File: src/rtl/core/hrhp_pkg.sv
// Types, codes and character helpers for the HTTP request parser.
`timescale 1ns / 1ps
package hrhp_pkg;

    typedef enum logic [23:0] {
        PH_METHOD_START = 24'h000001,
        PH_METHOD       = 24'h000002,
        PH_URI_START    = 24'h000004,
        PH_URI          = 24'h000008,
        PH_H            = 24'h000010,
        PH_T1           = 24'h000020,
        PH_T2           = 24'h000040,
        PH_P            = 24'h000080,
        PH_SLASH        = 24'h000100,
        PH_MAJ_START    = 24'h000200,
        PH_MAJ          = 24'h000400,
        PH_MIN_START    = 24'h000800,
        PH_MIN          = 24'h001000,
        PH_NL1          = 24'h002000,
        PH_LINE_START   = 24'h004000,
        PH_LWS          = 24'h008000,
        PH_NAME         = 24'h010000,
        PH_SP_VALUE     = 24'h020000,
        PH_VALUE        = 24'h040000,
        PH_NL2          = 24'h080000,
        PH_NL3          = 24'h100000,
        PH_BODY         = 24'h200000,
        PH_DONE         = 24'h400000,
        PH_FAIL         = 24'h800000
    } t_phase;

    localparam logic [1:0] VERDICT_MORE      = 2'd0;
    localparam logic [1:0] VERDICT_COMPLETE  = 2'd1;
    localparam logic [1:0] VERDICT_MALFORMED = 2'd2;

    localparam logic [2:0] CLASS_DELIM  = 3'd0;
    localparam logic [2:0] CLASS_METHOD = 3'd1;
    localparam logic [2:0] CLASS_URI    = 3'd2;
    localparam logic [2:0] CLASS_HNAME  = 3'd3;
    localparam logic [2:0] CLASS_HVALUE = 3'd4;
    localparam logic [2:0] CLASS_BODY   = 3'd5;

    // Progress through "POST": 0 to 4 characters matched, then a miss code.
    localparam logic [2:0] PM_FULL = 3'd4;
    localparam logic [2:0] PM_MISS = 3'd5;

    // Progress through "CONTENT-LENGTH" and its value.
    localparam logic [4:0] NM_FULL   = 5'd14;
    localparam logic [4:0] NM_MISS   = 5'd15;
    localparam logic [4:0] NM_DIGITS = 5'd16;
    localparam logic [4:0] NM_FROZEN = 5'd17;

    localparam logic [7:0] CH_TAB   = 8'h09;
    localparam logic [7:0] CH_LF    = 8'h0A;
    localparam logic [7:0] CH_CR    = 8'h0D;
    localparam logic [7:0] CH_SPACE = 8'h20;
    localparam logic [7:0] CH_DOT   = 8'h2E;
    localparam logic [7:0] CH_SLASH = 8'h2F;
    localparam logic [7:0] CH_COLON = 8'h3A;
    localparam logic [7:0] CH_H     = 8'h48;
    localparam logic [7:0] CH_P     = 8'h50;
    localparam logic [7:0] CH_T     = 8'h54;
    localparam logic [7:0] CH_DEL   = 8'd127;
    localparam logic [7:0] CH_CTRL_LAST = 8'd31;

    typedef struct packed {
        t_phase     phase;
        logic [7:0] major;
        logic [7:0] minor;
        logic [2:0] post_prog;
        logic       header_open;
        logic [4:0] name_prog;
    } t_ctl;

    localparam t_ctl CTL_RESET = '{
        phase:       PH_METHOD_START,
        major:       8'd0,
        minor:       8'd0,
        post_prog:   3'd0,
        header_open: 1'b0,
        name_prog:   5'd0
    };

    typedef struct packed {
        logic [1:0] verdict;
        logic [2:0] byte_class;
        logic       header_end;
        logic       is_post;
    } t_res;

    function automatic logic is_control(input logic [7:0] c);
        return (c <= CH_CTRL_LAST) || (c == CH_DEL);
    endfunction

    function automatic logic is_dec_digit(input logic [7:0] c);
        return (c >= 8'h30) && (c <= 8'h39);
    endfunction

    function automatic logic is_blank(input logic [7:0] c);
        return (c == CH_SPACE) || (c == CH_TAB);
    endfunction

    function automatic logic is_special(input logic [7:0] c);
        logic r;
        case (c)
            8'h28, 8'h29, 8'h3C, 8'h3E, 8'h40, 8'h2C, 8'h3B, 8'h3A, 8'h5C, 8'h22,
            8'h2F, 8'h5B, 8'h5D, 8'h3F, 8'h3D, 8'h7B, 8'h7D, 8'h20, 8'h09: begin
                r = 1'b1;
            end
            default: begin
                r = 1'b0;
            end
        endcase
        return r;
    endfunction

    function automatic logic is_token(input logic [7:0] c);
        return !c[7] && !is_control(c) && !is_special(c);
    endfunction

    function automatic logic [7:0] post_char(input logic [1:0] idx);
        logic [7:0] r;
        case (idx)
            2'd0:    r = 8'h50;
            2'd1:    r = 8'h4F;
            2'd2:    r = 8'h53;
            default: r = 8'h54;
        endcase
        return r;
    endfunction

    function automatic logic [7:0] cl_char(input logic [3:0] idx);
        logic [7:0] r;
        case (idx)
            4'd0:    r = 8'h43;
            4'd1:    r = 8'h4F;
            4'd2:    r = 8'h4E;
            4'd3:    r = 8'h54;
            4'd4:    r = 8'h45;
            4'd5:    r = 8'h4E;
            4'd6:    r = 8'h54;
            4'd7:    r = 8'h2D;
            4'd8:    r = 8'h4C;
            4'd9:    r = 8'h45;
            4'd10:   r = 8'h4E;
            4'd11:   r = 8'h47;
            4'd12:   r = 8'h54;
            4'd13:   r = 8'h48;
            default: r = 8'h00;
        endcase
        return r;
    endfunction

    function automatic logic [2:0] post_step(input logic [2:0] prog, input logic [7:0] c);
        logic [2:0] r;
        if ((prog < PM_FULL) && (c == post_char(prog[1:0]))) begin
            r = prog + 3'd1;
        end else begin
            r = PM_MISS;
        end
        return r;
    endfunction

    function automatic logic [4:0] name_step(input logic [4:0] prog, input logic [7:0] c);
        logic [7:0] u;
        logic [4:0] r;
        u = ((c >= 8'h61) && (c <= 8'h7A)) ? (c - 8'd32) : c;
        if ((prog < NM_FULL) && (u == cl_char(prog[3:0]))) begin
            r = prog + 5'd1;
        end else begin
            r = NM_MISS;
        end
        return r;
    endfunction

    // Decimal accumulate with saturation at 255.
    function automatic logic [7:0] acc_dec8(input logic [7:0] v, input logic [7:0] c);
        logic [11:0] t;
        t = ({4'd0, v} << 3) + ({4'd0, v} << 1) + {8'd0, c[3:0]};
        return (t > 12'd255) ? 8'hFF : t[7:0];
    endfunction

endpackage

File: src/rtl/core/hrhp_step.sv
// Next-state and result logic for one request byte.
`timescale 1ns / 1ps
module hrhp_step
    import hrhp_pkg::*;
#(
    parameter int LENGTH_BITS = 32
) (
    input  t_ctl                   i_ctl,
    input  logic [LENGTH_BITS-1:0] i_len_cand,
    input  logic [LENGTH_BITS-1:0] i_exp_body,
    input  logic [LENGTH_BITS-1:0] i_body_seen,
    input  logic [7:0]             i_byte,
    input  logic                   i_new_request,
    output t_ctl                   o_ctl,
    output logic [LENGTH_BITS-1:0] o_len_cand,
    output logic [LENGTH_BITS-1:0] o_exp_body,
    output logic [LENGTH_BITS-1:0] o_body_seen,
    output t_res                   o_res,
    output logic [31:0]            o_body_length
);

    localparam int AccW = LENGTH_BITS + 4;
    localparam logic [LENGTH_BITS-1:0] LenMax = '1;

    t_ctl                   cur;
    logic [LENGTH_BITS-1:0] cur_len;
    logic [LENGTH_BITS-1:0] cur_exp;
    logic [LENGTH_BITS-1:0] cur_seen;
    logic [LENGTH_BITS-1:0] acc_in;
    logic [AccW-1:0]        acc_sum;
    logic [LENGTH_BITS-1:0] acc_out;
    logic [4:0]             vc_nm;
    logic [LENGTH_BITS-1:0] vc_len;
    logic [LENGTH_BITS-1:0] commit_exp;
    logic [LENGTH_BITS-1:0] seen_inc;
    logic                   bad;
    t_ctl                   nxt;
    logic [LENGTH_BITS-1:0] nxt_len;
    logic [LENGTH_BITS-1:0] nxt_exp;
    logic [LENGTH_BITS-1:0] nxt_seen;
    logic [1:0]             verdict;
    logic [2:0]             cls;
    logic                   hend;

    // A new request restarts from the reset state before the byte is used.
    assign cur      = i_new_request ? CTL_RESET : i_ctl;
    assign cur_len  = i_new_request ? '0 : i_len_cand;
    assign cur_exp  = i_new_request ? '0 : i_exp_body;
    assign cur_seen = i_new_request ? '0 : i_body_seen;

    // Content length accumulator: the first digit starts from zero.
    assign acc_in  = (cur.name_prog == NM_FULL) ? '0 : cur_len;
    assign acc_sum = (AccW'(acc_in) << 3) + (AccW'(acc_in) << 1) + AccW'(i_byte[3:0]);
    assign acc_out = (acc_sum > AccW'(LenMax)) ? LenMax : acc_sum[LENGTH_BITS-1:0];

    // Effect of a header value character on the length tracking.
    always_comb begin
        vc_nm  = cur.name_prog;
        vc_len = cur_len;
        if (cur.name_prog == NM_FULL) begin
            if (is_dec_digit(i_byte)) begin
                vc_len = acc_out;
                vc_nm  = NM_DIGITS;
            end else if (!is_blank(i_byte)) begin
                vc_nm = NM_FROZEN;
            end
        end else if (cur.name_prog == NM_DIGITS) begin
            if (is_dec_digit(i_byte)) begin
                vc_len = acc_out;
            end else begin
                vc_nm = NM_FROZEN;
            end
        end
    end

    assign commit_exp = ((cur.name_prog == NM_FULL) || (cur.name_prog == NM_DIGITS) ||
                         (cur.name_prog == NM_FROZEN)) ? cur_len : cur_exp;
    assign seen_inc   = cur_seen + LENGTH_BITS'(1);

    always_comb begin
        nxt      = cur;
        nxt_len  = cur_len;
        nxt_exp  = cur_exp;
        nxt_seen = cur_seen;
        verdict  = VERDICT_MORE;
        cls      = CLASS_DELIM;
        hend     = 1'b0;
        bad      = 1'b0;
        case (cur.phase)
            PH_METHOD_START: begin
                if (!is_token(i_byte)) begin
                    bad = 1'b1;
                end else begin
                    nxt.post_prog = post_step(cur.post_prog, i_byte);
                    cls           = CLASS_METHOD;
                    nxt.phase     = PH_METHOD;
                end
            end
            PH_METHOD: begin
                if (i_byte == CH_SPACE) begin
                    nxt.phase = PH_URI_START;
                end else if (!is_token(i_byte)) begin
                    bad = 1'b1;
                end else begin
                    nxt.post_prog = post_step(cur.post_prog, i_byte);
                    cls           = CLASS_METHOD;
                end
            end
            PH_URI_START: begin
                if (is_control(i_byte)) begin
                    bad = 1'b1;
                end else begin
                    cls       = CLASS_URI;
                    nxt.phase = PH_URI;
                end
            end
            PH_URI: begin
                if (i_byte == CH_SPACE) begin
                    nxt.phase = PH_H;
                end else if (is_control(i_byte)) begin
                    bad = 1'b1;
                end else begin
                    cls = CLASS_URI;
                end
            end
            PH_H: begin
                if (i_byte == CH_H) nxt.phase = PH_T1;
                else bad = 1'b1;
            end
            PH_T1: begin
                if (i_byte == CH_T) nxt.phase = PH_T2;
                else bad = 1'b1;
            end
            PH_T2: begin
                if (i_byte == CH_T) nxt.phase = PH_P;
                else bad = 1'b1;
            end
            PH_P: begin
                if (i_byte == CH_P) nxt.phase = PH_SLASH;
                else bad = 1'b1;
            end
            PH_SLASH: begin
                if (i_byte == CH_SLASH) begin
                    nxt.major = 8'd0;
                    nxt.minor = 8'd0;
                    nxt.phase = PH_MAJ_START;
                end else begin
                    bad = 1'b1;
                end
            end
            PH_MAJ_START, PH_MAJ: begin
                if ((cur.phase == PH_MAJ) && (i_byte == CH_DOT)) begin
                    nxt.phase = PH_MIN_START;
                end else if (is_dec_digit(i_byte)) begin
                    nxt.major = acc_dec8(cur.major, i_byte);
                    nxt.phase = PH_MAJ;
                end else begin
                    bad = 1'b1;
                end
            end
            PH_MIN_START, PH_MIN: begin
                if ((cur.phase == PH_MIN) && (i_byte == CH_CR)) begin
                    nxt.phase = PH_NL1;
                end else if (is_dec_digit(i_byte)) begin
                    nxt.minor = acc_dec8(cur.minor, i_byte);
                    nxt.phase = PH_MIN;
                end else begin
                    bad = 1'b1;
                end
            end
            PH_NL1, PH_NL2: begin
                if (i_byte == CH_LF) nxt.phase = PH_LINE_START;
                else bad = 1'b1;
            end
            PH_LINE_START: begin
                if (i_byte == CH_CR) begin
                    nxt.phase = PH_NL3;
                end else if (cur.header_open && is_blank(i_byte)) begin
                    nxt.phase = PH_LWS;
                end else if (!is_token(i_byte)) begin
                    bad = 1'b1;
                end else begin
                    if (cur.header_open) begin
                        nxt_exp = commit_exp;
                        hend    = 1'b1;
                    end
                    nxt.header_open = 1'b1;
                    nxt.name_prog   = name_step(5'd0, i_byte);
                    nxt_len         = '0;
                    cls             = CLASS_HNAME;
                    nxt.phase       = PH_NAME;
                end
            end
            PH_LWS: begin
                if (i_byte == CH_CR) begin
                    nxt.phase = PH_NL2;
                end else if (is_blank(i_byte)) begin
                    nxt.phase = PH_LWS;
                end else if (is_control(i_byte)) begin
                    bad = 1'b1;
                end else begin
                    nxt.name_prog = vc_nm;
                    nxt_len       = vc_len;
                    cls           = CLASS_HVALUE;
                    nxt.phase     = PH_VALUE;
                end
            end
            PH_NAME: begin
                if (i_byte == CH_COLON) begin
                    if (cur.name_prog != NM_FULL) nxt.name_prog = NM_MISS;
                    nxt.phase = PH_SP_VALUE;
                end else if (!is_token(i_byte)) begin
                    bad = 1'b1;
                end else begin
                    nxt.name_prog = name_step(cur.name_prog, i_byte);
                    cls           = CLASS_HNAME;
                end
            end
            PH_SP_VALUE: begin
                if (i_byte == CH_SPACE) begin
                    nxt.phase = PH_VALUE;
                end else if (i_byte == CH_CR) begin
                    nxt.phase = PH_NL2;
                end else if (is_control(i_byte)) begin
                    bad = 1'b1;
                end else begin
                    nxt.name_prog = vc_nm;
                    nxt_len       = vc_len;
                    cls           = CLASS_HVALUE;
                    nxt.phase     = PH_VALUE;
                end
            end
            PH_VALUE: begin
                if (i_byte == CH_CR) begin
                    nxt.phase = PH_NL2;
                end else if (is_control(i_byte)) begin
                    bad = 1'b1;
                end else begin
                    nxt.name_prog = vc_nm;
                    nxt_len       = vc_len;
                    cls           = CLASS_HVALUE;
                end
            end
            PH_NL3: begin
                if (i_byte == CH_LF) begin
                    hend            = cur.header_open;
                    nxt.header_open = 1'b0;
                    nxt_seen        = '0;
                    // Only a POST keeps the advertised body length.
                    if (cur.post_prog != PM_FULL) begin
                        nxt_exp = '0;
                    end else if (cur.header_open) begin
                        nxt_exp = commit_exp;
                    end
                    if (nxt_exp != '0) begin
                        nxt.phase = PH_BODY;
                    end else begin
                        nxt.phase = PH_DONE;
                        verdict   = VERDICT_COMPLETE;
                    end
                end else begin
                    bad = 1'b1;
                end
            end
            PH_BODY: begin
                cls      = CLASS_BODY;
                nxt_seen = seen_inc;
                if (seen_inc == cur_exp) begin
                    nxt.phase = PH_DONE;
                    verdict   = VERDICT_COMPLETE;
                end
            end
            PH_DONE: begin
                verdict = VERDICT_COMPLETE;
            end
            default: begin
                nxt.phase = PH_FAIL;
                verdict   = VERDICT_MALFORMED;
            end
        endcase
        if (bad) begin
            nxt.phase = PH_FAIL;
            verdict   = VERDICT_MALFORMED;
            cls       = CLASS_DELIM;
        end
    end

    assign o_ctl       = nxt;
    assign o_len_cand  = nxt_len;
    assign o_exp_body  = nxt_exp;
    assign o_body_seen = nxt_seen;

    assign o_res.verdict    = verdict;
    assign o_res.byte_class = cls;
    assign o_res.header_end = hend;
    assign o_res.is_post    = (nxt.post_prog == PM_FULL);

    assign o_body_length = ((nxt.phase == PH_BODY) || (nxt.phase == PH_DONE)) ?
                           32'(nxt_exp) : 32'd0;

endmodule

File: src/rtl/core/http_request_header_parser_unit.sv
// Top level of the byte-serial HTTP request header parser.
`timescale 1ns / 1ps
// Usage
// The block takes one byte of an HTTP request stream per input transfer
// (i_valid, o_stall, with i_in_byte and i_new_request) and returns exactly
// one result per byte on the output channel (o_valid, i_stall): the verdict,
// a class tag, the byte itself, a header-end pulse, the POST flag, the
// expected body length and the parsed HTTP version.
// Raise i_new_request with the first byte of each request; it returns the
// parser to the method start before that byte is interpreted.
// A byte passes through the input register and then the result register.
// Throughput is one byte per cycle while the receiver does not stall: the parse
// state machine is combinational logic between those two registers.
// When the receiver stalls, the result register holds its transfer and the
// input register can still take one more byte; o_stall rises only once both
// are full. After reset both registers are empty and the parser waits at
// the method start with all counts, versions and lengths at zero.
// Once a request is malformed every later byte reports malformed until a
// new request begins; after completion bytes report complete.
module http_request_header_parser_unit
    import hrhp_pkg::*;
#(
    parameter int LENGTH_BITS = 32
) (
    input  logic        i_clk,
    input  logic        i_rst_n,
    input  logic        i_valid,
    output logic        o_stall,
    input  logic [7:0]  i_in_byte,
    input  logic        i_new_request,
    output logic        o_valid,
    input  logic        i_stall,
    output logic [1:0]  o_verdict,
    output logic [2:0]  o_byte_class,
    output logic [7:0]  o_out_byte,
    output logic        o_header_end,
    output logic        o_is_post,
    output logic [31:0] o_body_length,
    output logic [7:0]  o_version_major,
    output logic [7:0]  o_version_minor
);

    // Input register.
    logic       r_in_valid;
    logic [7:0] r_in_byte;
    logic       r_in_new;

    // Parser state.
    t_ctl                   r_ctl;
    logic [LENGTH_BITS-1:0] r_len_cand;
    logic [LENGTH_BITS-1:0] r_exp_body;
    logic [LENGTH_BITS-1:0] r_body_seen;

    // Result register.
    logic        r_out_valid;
    t_res        r_res;
    logic [7:0]  r_out_byte;
    logic [31:0] r_body_length;
    logic [7:0]  r_major;
    logic [7:0]  r_minor;

    t_ctl                   n_ctl;
    logic [LENGTH_BITS-1:0] n_len_cand;
    logic [LENGTH_BITS-1:0] n_exp_body;
    logic [LENGTH_BITS-1:0] n_body_seen;
    t_res                   n_res;
    logic [31:0]            n_body_length;

    logic out_free;
    logic advance;
    logic in_take;

    // The result register is free when empty or when its transfer completes.
    assign out_free = !r_out_valid || !i_stall;
    // A held byte is parsed in the cycle it can move into the result register.
    assign advance  = r_in_valid && out_free;
    assign o_stall  = r_in_valid && !out_free;
    assign in_take  = i_valid && !o_stall;

    hrhp_step #(
        .LENGTH_BITS (LENGTH_BITS)
    ) u_step (
        .i_ctl         (r_ctl),
        .i_len_cand    (r_len_cand),
        .i_exp_body    (r_exp_body),
        .i_body_seen   (r_body_seen),
        .i_byte        (r_in_byte),
        .i_new_request (r_in_new),
        .o_ctl         (n_ctl),
        .o_len_cand    (n_len_cand),
        .o_exp_body    (n_exp_body),
        .o_body_seen   (n_body_seen),
        .o_res         (n_res),
        .o_body_length (n_body_length)
    );

    // Control and parser state; the state only moves when a byte is parsed.
    always_ff @(posedge i_clk) begin
        if (!i_rst_n) begin
            r_in_valid  <= 1'b0;
            r_out_valid <= 1'b0;
            r_ctl       <= CTL_RESET;
            r_len_cand  <= '0;
            r_exp_body  <= '0;
            r_body_seen <= '0;
        end else begin
            if (in_take) begin
                r_in_valid <= 1'b1;
            end else if (advance) begin
                r_in_valid <= 1'b0;
            end
            if (advance) begin
                r_out_valid <= 1'b1;
                r_ctl       <= n_ctl;
                r_len_cand  <= n_len_cand;
                r_exp_body  <= n_exp_body;
                r_body_seen <= n_body_seen;
            end else if (!i_stall) begin
                r_out_valid <= 1'b0;
            end
        end
    end

    // Payload registers need no reset: they are qualified by the valid flags.
    always_ff @(posedge i_clk) begin
        if (in_take) begin
            r_in_byte <= i_in_byte;
            r_in_new  <= i_new_request;
        end
        if (advance) begin
            r_res         <= n_res;
            r_out_byte    <= r_in_byte;
            r_body_length <= n_body_length;
            r_major       <= n_ctl.major;
            r_minor       <= n_ctl.minor;
        end
    end

    assign o_valid         = r_out_valid;
    assign o_verdict       = r_res.verdict;
    assign o_byte_class    = r_res.byte_class;
    assign o_out_byte      = r_out_byte;
    assign o_header_end    = r_res.header_end;
    assign o_is_post       = r_res.is_post;
    assign o_body_length   = r_body_length;
    assign o_version_major = r_major;
    assign o_version_minor = r_minor;

endmodule

File: config.mk
export PLATFORM = sky130hd
export DESIGN_NAME = http_request_header_parser_unit
export DESIGN_NICKNAME = d
export VERILOG_FILES = /design/src/rtl/core/hrhp_pkg.sv /design/src/rtl/core/hrhp_step.sv /design/src/rtl/core/http_request_header_parser_unit.sv
export SDC_FILE = /design/constraint.sdc
export NUM_CORES = 1
export LEC_CHECK = 0
export CORE_ASPECT_RATIO = 1.2
export CORE_MARGIN = 2
export CORE_UTILIZATION = 68
export CTS_CLUSTER_SIZE = 20
export DETAILED_ROUTE_END_ITERATION = 7
export DONT_BUFFER_PORTS = 1
export GPL_TIMING_DRIVEN = 0
export HOLD_SLACK_MARGIN = 0.12
export PLACE_DENSITY_LB_ADDON = 0.25
export REMOVE_ABC_BUFFERS = 1
export SLEW_MARGIN = 40
export SYNTH_ARGS = -nofsm -noshare
export SYNTH_HDL_FRONTEND = slang
export SYNTH_SLANG_ARGS = --single-unit
File: constraint.sdc
create_clock -name i_clk -period 10.6 [get_ports i_clk]
set_input_delay 2.12 -clock i_clk [delete_from_list [all_inputs] [get_ports i_clk]]
set_output_delay 2.12 -clock i_clk [all_outputs]
set_load 0.01 [all_outputs]
==> results.tsv, run 1 <==
metric	value	unit
status	finished, final reports clean	
synth_largest_type_area_fraction	17.7	%
clock_skew	0.0209	ns
clkLatencyLatePin	0.54	ns
totalWireLength	52800	microns
coreArea	0.0240	sq mm
syn_area	0.0166	sq mm
slew_violations	0	
grt_setup_unrepaired	no	
hold_class	register to register	
ant_nets	0	
cpPeakStageDelay	0.63	ns
clock-sinks	219	
grt_max_degree	85	
clk_pin_slew_worst_paths	0.07	ns
vias_per_cell	7.15	
die_h	175	microns
layout-drive-gt1-share	5.59	%
finalHoldViolations	0	
cts_buffers	24	
postCtsSetupBuffers	0	
groute.usage.overall	40.1	%
cp_max_fo	31	
setup.worst_path.start_class	register	
crit_top_cell	ha_1	
critPathKind	register to register	
n_antenna_cell	0	
fp.dieW	147	microns
finalSetupViolations	0	
ir_drop	0.141	mV
drc	0	
portBuffers	0	
io_pins	78	
first_pass_iters	6	
crit_family	simple AND/OR/NAND/NOR gates	
via_count	16735	
max_slew.worst_pin.slew	0.907	ns
cp-end-kind	register	
grt_pass1_vias	15936	
synth_edf_count	72	
worstPathArrival	7.52	ns
whs	0.474	ns
synth_area_leader_cell	dfxtp_1	
finalNonFillerCells	2342	
max_freq	141	MHz
yosys_warnings	0	
cp_cell_sequence	buf_6, nor2b_1, inv_1, ha_1, and4b_1, nor2_4, and2_1, ha_1, ha_1, fa_1, a211oi_1, o21ai_0, a211o_1, a21oi_1, o21ai_0, xnor2_1, nand3_2, or3_1, a32o_1	
avgSynthCellArea	7.95	sq um
netlist_instances	2090	
synth_seq_area_share	30.7	%
nets	2128	
cp_data_required_time	11.03	ns
finalCritPeriodShare	66.9	%
slew_headroom	39.0	%
rows	62	
cts_tree	done	
initial_core_util	69.3	%
wire_per_inst	22.6	microns
synth_cell_types	89	
die-area	0.0257	sq mm
cp_num_cells	19	
r2r_slack	3.51	ns
place_congestion	0.960	
hold_buffers	0	
min_from	r_ctl[12]	
dp_cells	2298	
cpMaxStageDelayCell	nand3_2	
r2r-end	r_len_cand[4]	
cts_max_level	1	
synth_ff_type	dfxtp_1	
r2r_cells	19	
period_needed	7.09	ns
drt_iter0_markers	2028	
maxCapViolations	0	
async_reset_ff_share	0	%
grt_pass1_wl	83800	microns
p_leak	6.80	nW
post_cts_resized	0	
clockBufferDepth	3	
reg2reg_from	r_in_new	
root_buffer	clkbuf_16	
syn_to_final_growth	6.35	%
overflow	0	
crit_buf_inv	2	
min_path_cells	2	
ys_seq_elements	219	
antenna_found_initial	0	
power_density	110	mW/mm^2
whs_endpoint	r_ctl[12]	
hpwl	37500	microns
synth_area_leaders	dfxtp_1 18%, edfxtp_1 13%, ha_1 8.0%, a21oi_1 5.0%, nor2_1 5.0%	
-- synthesized netlist by cell type (36+ instances only) --
| library cell | number |
|---|---|
| and2_1 | 46 |
| o21ai_0 | 140 |
| nor4_1 | 45 |
| nor2b_1 | 46 |
| nand2_1 | 204 |
| a21oi_1 | 165 |
| clkbuf_1 | 108 |
| dfxtp_1 | 147 |
| xnor2_1 | 65 |
| nor2_1 | 220 |
| ha_1 | 106 |
| inv_1 | 37 |
| nor3_1 | 56 |
| and3_1 | 36 |
| a22oi_1 | 63 |
| nand3_1 | 62 |
| edfxtp_1 | 72 |
-- worst max-delay path by stage --
stage / endpoint / startpoint
2_1_floorplan: r_body_seen[14] / i_stall
3_3_place_gp: r_body_seen[23] / i_stall
3_5_place_dp: r_len_cand[4] / r_in_new
4_1_cts: r_len_cand[4] / r_in_new
5_1_grt: r_len_cand[4] / r_in_new
6_report: r_len_cand[4] / r_in_new
-- worst reg2reg max path, delay by kind of cell, from the launching register on --
family | cells | cell delay, ns
xor gates and xnor gates | 1 | 0.41
adders and majority gates | 4 | 1.25
AOI/OAI and AO/OA | 6 | 1.71
DFF | 1 | 0.53
buffers and inverters | 2 | 0.46
and+or+nand+nor | 6 | 2.63
-- power breakdown --
| part | total [mW] | switching, mW | internal (mW) |
|---|---|---|---|
| Combinational | 0.171 | 0.115 | 0.0558 |
| Clock | 0.858 | 0.362 | 0.495 |
| Sequential | 0.915 | 0.0267 | 0.888 |
-- metrics by stage --
stage	TNS, ns	utilization (%)	cell area [sq um]	total power [mW]	setup WS (ns)
CTS	0	73.6	17600	1.94	3.49
detailed placement	0	70.3	16800	1.10	3.52
global route	0	73.7	17700	1.99	3.14
finish	0	73.7	17700	1.94	3.51
global placement	-3.00	68.7	16500	1.08	-0.351
floorplan	0	-	16100	1.04	3.05
-- per-layer routing --
metal | up-vias | wire length [microns] | part of all wire (%) | GRT usage [%]
li1 | 7579 | - | - | -
met1 | 7791 | 20100 | 38 | 49.8
met2 | 1104 | 24500 | 46 | 66.9
met3 | 261 | 5120 | 9.7 | 6.84
met4 | 0 | 3160 | 6.0 | 21.1
met5 | - | 0 | 0 | 0
-- placed cells by master, fill, tap and decap left out, types with 22 or more instances in the layout --
| master | n |
|---|---|
| a21oi_1 | 162 |
| a22oi_1 | 63 |
| and2_1 | 46 |
| and3_1 | 36 |
| clkbuf_16 | 25 |
| dfxtp_1 | 147 |
| edfxtp_1 | 72 |
| ha_1 | 106 |
| inv_1 | 36 |
| nand2_1 | 202 |
| nand2b_1 | 32 |
| nand3_1 | 61 |
| nand4_1 | 29 |
| nor2_1 | 217 |
| nor2b_1 | 46 |
| nor3_1 | 56 |
| nor4_1 | 42 |
| o21ai_0 | 140 |
| o22ai_1 | 22 |
| or3_1 | 26 |
| xnor2_1 | 65 |
| xor2_1 | 28 |
-- sequential cells by signal, summed over array words and instances, names as in the netlist --
register,flops
o_valid,1
r_in_new,1
r_in_valid,1
o_out_byte,8
o_version_minor,8
r_in_byte,8
r_ctl,49
r_exp_body,32
o_is_post,1
o_verdict,2
o_body_length,32
o_version_major,8
o_header_end,1
o_byte_class,3
r_len_cand,32
r_body_seen,32
-- cells by family (layout without fill, tap and decap cells) --
| kind of cell | Yosys count | in the layout | share of synthesized area, % |
|---|---|---|---|
| and+or+nand+nor | 891 | 891 | 27.9 |
| AOI/OAI and AO/OA | 595 | 595 | 23.1 |
| DFF | 219 | 219 | 30.7 |
| buffers and inverters | 171 | 103 | 4.08 |
| adders and majority gates | 111 | 111 | 8.59 |
| xor gates and xnor gates | 93 | 93 | 4.90 |
| muxes | 10 | 10 | 0.625 |
-- final cells by class --
class                           instances  area [sq um]
Timing Repair Buffer                   20           275
Clock inverter                         11           114
Fill cell                            1808          6310
Tap cell                              320           400
Inverter                               39           161
Multi-Input combinational cell       1700         10900
Sequential cell                       219          5100
Clock buffer                           33           676
No activity file was read; power rests on OpenSTA's default activity.
==> inputs of run 2 (changes only) <==
- CORE_UTILIZATION: 68 -> 66
- clock period: 10.6 -> 7 ns (I/O delays scaled with it)
==> results.tsv, run 2 (synthesis gave the netlist of run 1 again) <==
metric	value	unit	change
grt_pass1_vias	15519		-2.6%
layout-drive-gt1-share	5.73	%	+0.15 points
wire_per_inst	22.5	microns	-0.20%
via_count	16503		-1.4%
cts_tree	done		
ir_drop	0.204	mV	+45%
power_density	165	mW/mm^2	+50%
r2r_slack	0.33	ns	-3.18 ns
nets	2129		+0.047%
power	2.92	mW	+50%
min_path_cells	2		unchanged
io_pins	78		unchanged
dp_cells	2301		+0.13%
max_freq	150	MHz	+6.3%
critPathKind	register to register		
whs_endpoint	r_ctl[12]		
n_antenna_cell	0		unchanged
slew_headroom	31.2	%	-7.9 points
grt_pass1_wl	81700	microns	-2.5%
drc	0		unchanged
reg2reg_from	r_in_new		
finalSetupViolations	0		unchanged
status	finished, final reports clean		
coreArea	0.0248	sq mm	+3.3%
r2r_cells	19		unchanged
ant_nets	0		unchanged
top_register	r_ctl		
vias_per_cell	7.03		-1.6%
cp_cell_sequence	buf_8, nor2b_1, inv_1, ha_1, and4b_1, nor2_4, and2_1, ha_1, ha_1, fa_1, a211oi_1, o21ai_0, a211o_1, a21oi_1, o21ai_0, xnor2_1, nand3_4, or3_1, a32o_1		
grt_max_degree	81		-4.7%
max_slew.worst_pin.slew	1.02	ns	+0.116 ns
clkLatencyLatePin	0.56	ns	+0.02 ns
cp-end-kind	register		
final_common_cell	nor2_1		
portBuffers	0		unchanged
drt_iter0_markers	1839		-9.3%
maxCapViolations	0		unchanged
final_area	0.0177	sq mm	+0.13%
place_congestion	0.961		about the same
initial_core_util	67.1	%	-2.2 points
finalCritPeriodShare	95.3	%	+28 points
cp_data_required_time	7.45	ns	-3.58 ns
crit_top_cell	ha_1		
fp.dieW	149	microns	+1.5%
die_h	178	microns	+1.5%
syn_to_final_growth	6.49	%	
clock-sinks	219		unchanged
cts_max_level	1		unchanged
clockBufferDepth	3		unchanged
rows	63		+1.6%
first_pass_iters	6		unchanged
clk_pin_slew_worst_paths	0.07	ns	about the same
totalWireLength	52800	microns	about the same
hpwl	37900	microns	+1.0%
num-fill-cells	1940		+7.3%
clock_skew	0.0398	ns	+0.0190 ns
final_cell_mix	218 x nor2_1, 203 x nand2_1, 162 x a21oi_1, 147 x dfxtp_1, 140 x o21ai_0		
antenna_found_initial	0		unchanged
r2r-end	r_len_cand[4]		
cp_max_fo	31		unchanged
cpMaxStageDelayCell	edfxtp_1		
root_buffer	clkbuf_16		
setup.worst_path.start_class	register		
largest_register_ffs	49		unchanged
worstPathArrival	7.12	ns	-0.40 ns
period_needed	6.67	ns	-0.421 ns
postPlaceCellArea	0.0168	sq mm	about the same
tns	0	ns	unchanged
groute.usage.overall	38.6	%	-1.5 points
cpPeakStageDelay	0.54	ns	-0.09 ns
min_from	r_ctl[12]		
p_leak	6.79	nW	about the same
finalHoldViolations	0		unchanged
die-area	0.0265	sq mm	+3.0%
hold_class	register to register		
slew_violations	0		unchanged
cts_buffers	24		unchanged
grt_setup_unrepaired	no		
finalNonFillerCells	2348		+0.26%
overflow	0		unchanged
==> run 2: cell types whose count changed in the layout (fill, tap and decap cells not counted), sizes merged <==
cell      before  now
bufinv         2    1
clkbuf        33   29
clkinv         8    9
clkinvlp       1    4
inv           39   40
nor2         221  222
==> run 2: final cells by class <==
| cell class | count | area, sq um | area share [%] |
|---|---|---|---|
| clock buffers | 29 | 639 | 3.62 |
| clock inverters | 15 | 144 | 0.814 |
| inverters | 39 | 161 | 0.913 |
| multi-input cells | 1701 | 10900 | 61.8 |
| flip-flops and latches | 219 | 5100 | 28.9 |
| well taps | 325 | 407 | 2.30 |
| repair buffers | 20 | 294 | 1.66 |
==> run 2: how the worst max path moves through the flow <==
stage,cells past startpoint,slack [ns],startpoint,to
6_report,19,0.33,r_in_new,r_len_cand[4]
5_1_grt,19,0.09,r_in_new,r_len_cand[4]
4_1_cts,19,0.17,r_in_new,r_len_cand[4]
3_5_place_dp,19,-0.06,r_in_new,r_len_cand[4]
3_3_place_gp,17,-3.45,r_in_new,r_len_cand[10]
2_1_floorplan,17,-0.28,r_in_new,r_len_cand[4]
==> run 2: worst max-delay path: cells and delay by family (launching register included) <==
family	cells	cell delay [ns]
compound gates	6	1.65
buf+inv	2	0.43
fa+ha+maj	4	1.28
flops	1	0.54
xor+xnor	1	0.46
simple gates	6	2.21
==> run 2: power breakdown <==
| group | total (mW) | internal, mW | leakage [nW] | switching, mW |
|---|---|---|---|---|
| logic | 0.258 | 0.0858 | 4.58 | 0.173 |
| clock network | 1.27 | 0.700 | 0.369 | 0.571 |
| registers | 1.39 | 1.35 | 1.85 | 0.0406 |
| total | 2.92 | 2.13 | 6.79 | 0.784 |
==> run 2: metrics by stage <==
step,hold WS [ns],util (%),setup slack [ns]
final,0.480,71.5,0.327
after global placement,0.457,66.6,-3.45
after CTS,0.472,71.2,0.170
after global routing,0.493,71.5,0.0894
after floorplan,0.435,-,-0.283
after detailed placement,0.464,68.1,-0.0580
==> run 2: timing repair <==
item                                    4_1_cts  5_1_grt
hold buffers                                  0        0
endpoints found under the setup margin        1       19
pin swaps                                     0        1
buffers inserted                              0        0
gates resized for setup                       1        1
cloned                                        0        1
==> run 2: routing by layer <==
metal | wire [microns] | vias to the layer above | part of all wire [%] | global-route usage, %
li1 | - | 7562 | - | -
met1 | 20300 | 7724 | 38 | 47.9
met4 | 2930 | 0 | 5.5 | 19.5
met3 | 4810 | 218 | 9.1 | 5.40
met2 | 24800 | 999 | 47 | 65.7
met5 | 0 | - | 0 | 0
